===== src/ffud_pkg.sv =====
// Shared types and constants for the form field URL decoder.
// No dependencies; imported by every module of the block.
`default_nettype none
package ffud_pkg;

    // Register indexes on the configuration port
    localparam logic [2:0] REG_KEY_LO     = 3'd0;
    localparam logic [2:0] REG_KEY_MID    = 3'd1;
    localparam logic [2:0] REG_KEY_HIGH   = 3'd2;
    localparam logic [2:0] REG_KEY_TOP    = 3'd3;
    localparam logic [2:0] REG_KEY_LENGTH = 3'd4;

    // Scan modes
    localparam logic [1:0] MODE_MATCH    = 2'd0;
    localparam logic [1:0] MODE_SKIP     = 2'd1;
    localparam logic [1:0] MODE_VALUE    = 2'd2;
    localparam logic [1:0] MODE_FINISHED = 2'd3;

    // Escape phases
    localparam logic [1:0] ESC_NONE  = 2'd0;
    localparam logic [1:0] ESC_PCT   = 2'd1;
    localparam logic [1:0] ESC_DIGIT = 2'd2;

    // Characters
    localparam logic [7:0] CH_PLUS  = 8'h2B;
    localparam logic [7:0] CH_PCT   = 8'h25;
    localparam logic [7:0] CH_AMP   = 8'h26;
    localparam logic [7:0] CH_EQ    = 8'h3D;
    localparam logic [7:0] CH_SPACE = 8'h20;
    localparam logic [3:0] HEX_TEN  = 4'd10;

    localparam int RES_SLOTS = 3;

    typedef struct packed {
        logic [7:0] in_byte;
        logic       body_last;
    } in_item_t;

    typedef struct packed {
        logic [7:0] out_byte;
        logic       byte_valid;
        logic       done_res;
        logic       found;
    } out_item_t;

    typedef struct packed {
        out_item_t [RES_SLOTS-1:0] item;
        logic [1:0]                count;
    } res_bundle_t;

    // Hex digit value: bit 4 flags a legal digit, bits 3:0 hold its value
    function automatic logic [4:0] hex_nibble(input logic [7:0] ch);
        logic [4:0] r;
        r = 5'd0;
        if (ch >= 8'h30 && ch <= 8'h39) begin
            r = {1'b1, 4'(ch - 8'h30)};
        end else if (ch >= 8'h61 && ch <= 8'h66) begin
            r = {1'b1, 4'(ch - 8'h61) + HEX_TEN};
        end else if (ch >= 8'h41 && ch <= 8'h46) begin
            r = {1'b1, 4'(ch - 8'h41) + HEX_TEN};
        end
        return r;
    endfunction

endpackage
`default_nettype wire


===== src/ffud_scan.sv =====
// Segment matcher and value decoder: scan state plus the per-byte result set.
// Depends on ffud_pkg.
`default_nettype none
module ffud_scan #(
    parameter int MAX_KEY_BYTES = 32
) (
    input  wire logic                  aclk,
    input  wire logic                  aresetn,
    input  wire logic                  accept,
    input  wire ffud_pkg::in_item_t    in_item,
    input  wire logic [7:0]            key_bytes [MAX_KEY_BYTES],
    input  wire logic [5:0]            key_len,
    output ffud_pkg::res_bundle_t      res
);
    import ffud_pkg::*;

    localparam int KIDX_W = (MAX_KEY_BYTES > 1) ? $clog2(MAX_KEY_BYTES) : 1;
    localparam logic [5:0] KEY_MAX = 6'(MAX_KEY_BYTES);

    logic [5:0] pos_reg, pos_next;
    logic [1:0] mode_reg, mode_next;
    logic [1:0] phase_reg, phase_next;
    logic [7:0] held_reg, held_next;

    logic [7:0] c;
    logic       last;
    logic [5:0] klen;
    logic [7:0] kchar;
    logic [4:0] nib_c, nib_h;
    logic       ended, found, amp, do_plain;
    logic [1:0] pre_n;
    logic [7:0] pre0, pre1;
    logic       pl_v;
    logic [7:0] pl_b;
    logic [1:0] n;
    out_item_t  plain_item;

    always_comb begin
        c     = in_item.in_byte;
        last  = in_item.body_last;
        klen  = (key_len > KEY_MAX) ? KEY_MAX : key_len;
        kchar = key_bytes[pos_reg[KIDX_W-1:0]];
        nib_c = hex_nibble(c);
        nib_h = hex_nibble(held_reg);

        pos_next   = pos_reg;
        mode_next  = mode_reg;
        phase_next = phase_reg;
        held_next  = held_reg;
        ended      = 1'b0;
        found      = 1'b0;
        amp        = 1'b0;
        do_plain   = 1'b0;
        pre_n      = 2'd0;
        pre0       = 8'd0;
        pre1       = 8'd0;
        pl_v       = 1'b0;
        pl_b       = 8'd0;

        case (mode_reg)
            MODE_MATCH: begin
                if (pos_reg < klen) begin
                    if (c == CH_AMP) begin
                        pos_next = 6'd0;
                    end else if (c == kchar) begin
                        pos_next = pos_reg + 6'd1;
                    end else begin
                        mode_next = MODE_SKIP;
                    end
                end else if (c == CH_EQ) begin
                    mode_next  = MODE_VALUE;
                    phase_next = ESC_NONE;
                    found      = last;
                end else if (c == CH_AMP) begin
                    pos_next = 6'd0;
                end else begin
                    mode_next = MODE_SKIP;
                end
                ended = last;
            end
            MODE_SKIP: begin
                if (c == CH_AMP) begin
                    pos_next  = 6'd0;
                    mode_next = MODE_MATCH;
                end
                ended = last;
            end
            MODE_VALUE: begin
                found = 1'b1;
                case (phase_reg)
                    ESC_PCT: begin
                        if (nib_c[4] && !last) begin
                            held_next  = c;
                            phase_next = ESC_DIGIT;
                        end else begin
                            pre_n      = 2'd1;
                            pre0       = CH_PCT;
                            phase_next = ESC_NONE;
                            do_plain   = 1'b1;
                        end
                    end
                    ESC_DIGIT: begin
                        phase_next = ESC_NONE;
                        if (nib_c[4] && nib_h[4]) begin
                            pre_n = 2'd1;
                            pre0  = {nib_h[3:0], nib_c[3:0]};
                        end else begin
                            pre_n    = 2'd2;
                            pre0     = CH_PCT;
                            pre1     = held_reg;
                            do_plain = 1'b1;
                        end
                    end
                    default: begin
                        phase_next = ESC_NONE;
                        do_plain   = 1'b1;
                    end
                endcase
                if (do_plain) begin
                    if (c == CH_AMP) begin
                        amp = 1'b1;
                    end else if (c == CH_PLUS) begin
                        pl_v = 1'b1;
                        pl_b = CH_SPACE;
                    end else if (c == CH_PCT) begin
                        if (last) begin
                            pl_v = 1'b1;
                            pl_b = CH_PCT;
                        end else begin
                            phase_next = ESC_PCT;
                        end
                    end else begin
                        pl_v = 1'b1;
                        pl_b = c;
                    end
                end
                if (amp || last) begin
                    ended     = 1'b1;
                    mode_next = MODE_FINISHED;
                end
            end
            default: begin
            end
        endcase

        // End of body: return to the reset state
        if (last) begin
            pos_next   = 6'd0;
            mode_next  = MODE_MATCH;
            phase_next = ESC_NONE;
            held_next  = 8'd0;
        end
    end

    // Assemble escape prefix bytes followed by the plain byte
    always_comb begin
        plain_item = '{out_byte: pl_b, byte_valid: pl_v, done_res: 1'b0, found: found};
        res        = '0;
        n          = pre_n + {1'b0, pl_v};
        case (pre_n)
            2'd0: begin
                res.item[0] = plain_item;
            end
            2'd1: begin
                res.item[0] = '{out_byte: pre0, byte_valid: 1'b1, done_res: 1'b0, found: found};
                res.item[1] = plain_item;
            end
            default: begin
                res.item[0] = '{out_byte: pre0, byte_valid: 1'b1, done_res: 1'b0, found: found};
                res.item[1] = '{out_byte: pre1, byte_valid: 1'b1, done_res: 1'b0, found: found};
                res.item[2] = plain_item;
            end
        endcase
        // Empty end marker when the ending byte decoded to nothing
        if (ended && n == 2'd0) begin
            n = 2'd1;
        end
        for (int k = 0; k < RES_SLOTS; k++) begin
            res.item[k].done_res = ended && (2'(k) == n - 2'd1);
        end
        res.count = n;
    end

    always_ff @(posedge aclk) begin
        if (!aresetn) begin
            pos_reg   <= 6'd0;
            mode_reg  <= MODE_MATCH;
            phase_reg <= ESC_NONE;
            held_reg  <= 8'd0;
        end else if (accept) begin
            pos_reg   <= pos_next;
            mode_reg  <= mode_next;
            phase_reg <= phase_next;
            held_reg  <= held_next;
        end
    end

endmodule
`default_nettype wire


===== src/ffud_outq.sv =====
// Result register bank: holds up to three results of one byte and drains them in order.
// Depends on ffud_pkg.
`default_nettype none
module ffud_outq (
    input  wire logic                  aclk,
    input  wire logic                  aresetn,
    input  wire logic                  load,
    input  wire ffud_pkg::res_bundle_t res_in,
    output logic                       can_load,
    output logic                       m_valid,
    input  wire logic                  m_ready,
    output ffud_pkg::out_item_t        m_data
);
    import ffud_pkg::*;

    out_item_t  slot_reg [RES_SLOTS];
    logic [1:0] rd_reg, rd_next;
    logic [1:0] cnt_reg, cnt_next;
    logic       pop;

    assign m_valid  = (cnt_reg != 2'd0);
    assign pop      = m_valid && m_ready;
    // Free after this cycle if empty or the last held result leaves now
    assign can_load = (cnt_reg == 2'd0) || (cnt_reg == 2'd1 && m_ready);
    assign m_data   = slot_reg[rd_reg];

    always_comb begin
        rd_next  = rd_reg;
        cnt_next = cnt_reg;
        if (load) begin
            rd_next  = 2'd0;
            cnt_next = res_in.count;
        end else if (pop) begin
            rd_next  = rd_reg + 2'd1;
            cnt_next = cnt_reg - 2'd1;
        end
    end

    always_ff @(posedge aclk) begin
        if (!aresetn) begin
            rd_reg  <= 2'd0;
            cnt_reg <= 2'd0;
        end else begin
            rd_reg  <= rd_next;
            cnt_reg <= cnt_next;
        end
    end

    always_ff @(posedge aclk) begin
        if (load) begin
            for (int k = 0; k < RES_SLOTS; k++) begin
                slot_reg[k] <= res_in.item[k];
            end
        end
    end

endmodule
`default_nettype wire


===== src/form_field_url_decoder.sv =====
// Top level of the form field URL decoder: configuration registers, scanner, result bank.
// Depends on ffud_pkg, ffud_scan and ffud_outq.
//
// Usage:
//   s_* channel takes one body byte per transaction, with body_last on the final byte.
//   m_* channel returns results: decoded value bytes of the first segment whose key
//   matches, each carrying found; done_res marks the last result of a body. A body
//   without the key ends with one result with byte_valid 0, found 0, done_res 1.
//   cfg_* is a plain write port: cfg_index 0..3 load key characters 8 at a time,
//   index 4 loads the key length; other indexes are ignored. Write only while idle.
// Latency and throughput:
//   Each accepted byte is decoded in the cycle it is accepted, and its results
//   appear on m_* from the next cycle, one per cycle while m_ready is high. A byte with
//   no result leaves the bank free; a byte with k results (k up to 3, from an escape
//   flush) holds the bank until its last result leaves, which sets the input rate.
// Reset (aresetn low, synchronous): clear the key registers, the scan state and the
//   result bank; m_valid goes low on a clock edge with aresetn low.
// Stall: while m_ready is low the pending results hold; s_ready falls once the bank
//   cannot take the next byte's results, and input bytes wait upstream.
`default_nettype none
module form_field_url_decoder #(
    parameter int MAX_KEY_BYTES = 32
) (
    input  wire logic                 aclk,
    input  wire logic                 aresetn,
    input  wire logic                 s_valid,
    output logic                      s_ready,
    input  wire ffud_pkg::in_item_t   s_data,
    output logic                      m_valid,
    input  wire logic                 m_ready,
    output ffud_pkg::out_item_t       m_data,
    input  wire logic                 cfg_wr_en,
    input  wire logic [2:0]           cfg_index,
    input  wire logic [63:0]          cfg_wdata
);
    import ffud_pkg::*;

    logic [7:0]  key_reg [MAX_KEY_BYTES];
    logic [5:0]  key_len_reg;
    logic        accept;
    logic        can_load;
    res_bundle_t res;

    // Store only the key characters the comparator can reach
    always_ff @(posedge aclk) begin
        if (!aresetn) begin
            for (int b = 0; b < MAX_KEY_BYTES; b++) begin
                key_reg[b] <= 8'd0;
            end
            key_len_reg <= 6'd0;
        end else if (cfg_wr_en) begin
            for (int b = 0; b < MAX_KEY_BYTES; b++) begin
                if (cfg_index == 3'(b >> 3)) begin
                    key_reg[b] <= cfg_wdata[8*(b & 7) +: 8];
                end
            end
            if (cfg_index == REG_KEY_LENGTH) begin
                key_len_reg <= cfg_wdata[5:0];
            end
        end
    end

    // Take a byte whenever the result bank will be free for its results
    assign s_ready = can_load;
    assign accept  = s_valid && s_ready;

    ffud_scan #(
        .MAX_KEY_BYTES(MAX_KEY_BYTES)
    ) u_scan (
        .aclk      (aclk),
        .aresetn   (aresetn),
        .accept    (accept),
        .in_item   (s_data),
        .key_bytes (key_reg),
        .key_len   (key_len_reg),
        .res       (res)
    );

    ffud_outq u_outq (
        .aclk     (aclk),
        .aresetn  (aresetn),
        .load     (accept),
        .res_in   (res),
        .can_load (can_load),
        .m_valid  (m_valid),
        .m_ready  (m_ready),
        .m_data   (m_data)
    );

endmodule
`default_nettype wire


===== config.mk =====
export PLATFORM = sky130hd
export DESIGN_NAME = form_field_url_decoder
export DESIGN_NICKNAME = d
export VERILOG_FILES = /design/src/ffud_pkg.sv /design/src/ffud_scan.sv /design/src/ffud_outq.sv /design/src/form_field_url_decoder.sv
export SDC_FILE = /design/constraint.sdc
export NUM_CORES = 1
export LEC_CHECK = 0
export ABC_CLOCK_PERIOD_IN_PS = 4800
export BUFFER_PORTS_ARGS = -buffer_cell sky130_fd_sc_hd__buf_2
export CAP_MARGIN = 20
export CORE_ASPECT_RATIO = 0.6
export CORE_MARGIN = 8
export CORE_UTILIZATION = 48
export CTS_BUF_LIST = sky130_fd_sc_hd__clkbuf_2 sky130_fd_sc_hd__clkbuf_4 sky130_fd_sc_hd__clkbuf_8
export DETAILED_ROUTE_END_ITERATION = 10
export GPL_TIMING_DRIVEN = 0
export PLACE_DENSITY = 0.72
export REMOVE_ABC_BUFFERS = 1
export SYNTH_ARGS = -nofsm -noshare
export SYNTH_HDL_FRONTEND = slang
export SYNTH_SLANG_ARGS = --single-unit

===== constraint.sdc =====
create_clock -name aclk -period 4.8 [get_ports aclk]
set_clock_uncertainty 0.1 [all_clocks]
set_input_delay 0.72 -clock aclk [delete_from_list [all_inputs] [get_ports aclk]]
set_output_delay 0.72 -clock aclk [all_outputs]
set_load 0.02 [all_outputs]

==> out/metrics.cfg <==
[synthesis]
avgSynthCellArea_sq_um=8.896
netlist_area_sq_um=15340
seq_area_frac_synth=0.4380
synth_top_flop_cell=dfxtp_1
synth_cell_types=69
async_flop_share=0
ys_ff_latch=319
yosysWarnings=0
synth_edf_count=33
postSynthCellCount=1724

[clock_network]
clkLatencyLatePin_ns=0.60
clk_path_buf_depth=3
cts_sinks=319
cts_buffers=49
cts_tree=done
htree_levels=2
cts-root-buf=clkbuf_8
postCtsResizedCells=0
holdBufCountCts=0
clk_pin_slew_ns=0.07
postCtsSetupRepairBufs=0

[power]
power_frac_seq=0.480
power_density_nw_per_um2=341.5
design_power_total_w=0.005895
p_comb_frac=0.085
irDropWorstVdd_mv=0.2261
p_leak_nw=5.784
p_int_w=0.004452
switching_power_w=0.001443
clkPwrFrac=0.435
p_sw_frac=0.2448

[layout]
fin_nets=1859
multi_input_area_sq_um=7986
n_fill_cell=2761
final_layout_size_suffix_gt1_frac=0.1571
mostFrequentLayoutCells=nand2_1 (584), dfxtp_1 (282), a21boi_0 (263)
ff_latch_area_sq_um=6726
design_area_sq_um=17260
final_common_cell=nand2_1
final_cells=2214
area_growth_pct=12.57
largest_reg_flops=256

[routing]
dr.pass1.iters=5
drt-wirelength-per-cell_um=18.43
drcViolationCount=0
via_per_inst=5.639
final_antenna_net_count=0
vias=12490
drt_first_iter_violations=1177
routed_wl_mm=40.80

[place]
placed_cells=2120
port_buffers=93
gp_congestion=0.8801
hpwl_mm=26.74
placed_area_sq_um=16130

[global_routing]
grt_max_degree=195
antenna_found_initial=4
grt_pass1_vias=12030
grt_overflow=0
grt_pass1_wl_mm=65.42
grt_usage=0.2102

[worst_setup_path]
max_stage_delay_ns=0.49
cp_slowest_cell=or3b_2
start_kind=input port
ff2ff_setup_slack_ns=1.00
crit_fanout=8
worstPathCellList=buf_2 > inv_1 > ha_1 > or3b_2 > nand4_1 > o31ai_1 > o21a_1 > o21ai_1 > o21a_1 > nand2_1 > nor2_1 > ha_1 > xor2_1 > nor2b_1 > and2_1
cp.buffers_inverters=2
critPathRequiredTime_ns=5.06
crit_path_end_kind=flip-flop
criticalPathCategory=in2reg
arrival_ns=4.18
path_delay_family=simple AND/OR/NAND/NOR gates

[timing]
finalHoldViolCount=0
fin_crit_ns=3.927
maxSlewHeadroom=0.3313
finalSetupViolCount=0
fmax_ghz=0.2547
tightest_slew_ns=0.9996
finalCritPeriodShare=0.8181
rsz0062_at_grt=no
slew_violations=0

[die]
rows=50
io_pins=94
coreArea_sq_um=31340
die_h_um=154.5
initial_core_util=0.4893
dieArea_sq_um=38110
die_x_um=246.8

[flow_run]
drv_cap=0

[outcome]
status=complete, no violations

[worst_hold_path]
min_path_type=in2reg

## worst reg2reg max path: stages (launching register included)
cell,delay (ns)
dfxtp_4,0.94
inv_2,0.18
nor2_1,0.68
a22oi_1,0.29
a22oi_1,0.34
xnor2_1,0.15
and3_1,0.21
and3_1,0.21
o21ai_1,0.09
o31ai_2,0.33
mux2i_1,0.23
## worst paths after layout
path / to / startpoint / cells past startpoint
max reg2reg: u_scan.mode_reg[0] / u_scan.pos_reg[1] / 10
max: u_outq.slot_reg[2][1] / s_data[2] / 15
min reg2reg: key_reg[194] / key_reg[194] / 2
min: key_reg[212] / cfg_wdata[44] / 3
## through the flow
step                        util  TNS (ns)  setup slack, ns  hold WS (ns)
after floorplan                -   -0.5802          -0.1023        0.3399
after global placement    0.5027    -46.95           -1.651        0.3496
after detailed placement  0.5145         0           0.3440        0.3546
after CTS                 0.5506         0           0.9949        0.2694
after global routing      0.5508         0           0.6044        0.2861
final                     0.5508         0           0.8731        0.3095
## power by group through the flow
| stage | combinational, W | clock, W | sequential, W |
|---|---|---|---|
| floorplan | 0.000276 | 0 | 0.00288 |
| global placement | 0.000473 | 0 | 0.00290 |
| detailed placement | 0.000495 | 0 | 0.00289 |
| CTS | 0.000497 | 0.00261 | 0.00283 |
| global route | 0.000545 | 0.00274 | 0.00284 |
| finish | 0.000499 | 0.00256 | 0.00283 |
## kinds of logic after synthesis
kind of cell | count (synthesis) | synth area share
compound gates | 390 | 0.1850
xor+xnor | 18 | 0.01028
fa+ha+maj | 23 | 0.01877
buf+inv | 152 | 0.04300
flops | 319 | 0.4380
mux | 103 | 0.1100
simple gates | 719 | 0.1950
## final cells by class
class	count	share of cell area
multi-input cells	1253	0.4626
flip-flops and latches	319	0.3896
clock buffers	80	0.05762
repair buffers	107	0.04624
well taps	416	0.03015
clock inverters	11	0.007900
inverters	25	0.005436
diodes	3	0.0004348
## cell usage after synthesis, drive strengths merged, types with 11 or more instances
cell type  number  area [sq um]
nand2         585          2196
dfxtp         286          5725
a21boi        263          1974
clkbuf        100         375.4
mux4           52          1171
mux2i          47         470.5
edfxtp         33         991.0
o21ai          33         165.2
nor2           30         117.6
buf            27         190.2
inv            24         90.08
ha             23         287.8
a21oi          20         100.1
nor2b          18         112.6
xnor2          16         140.1
nand3          13         65.06
a22oi          12         90.09
nand4          12         75.07
o22ai          11         68.82
## layer usage
layer / wire length, um / GRT usage / up-vias
met5: 13 / 0 / -
met3: 3389 / 0.04575 / 65
met1: 19150 / 0.3069 / 5973
met4: 687 / 0.05843 / 2
li1: - / - / 5963
met2: 17560 / 0.3087 / 482
Power figures use the tool's default switching activity.
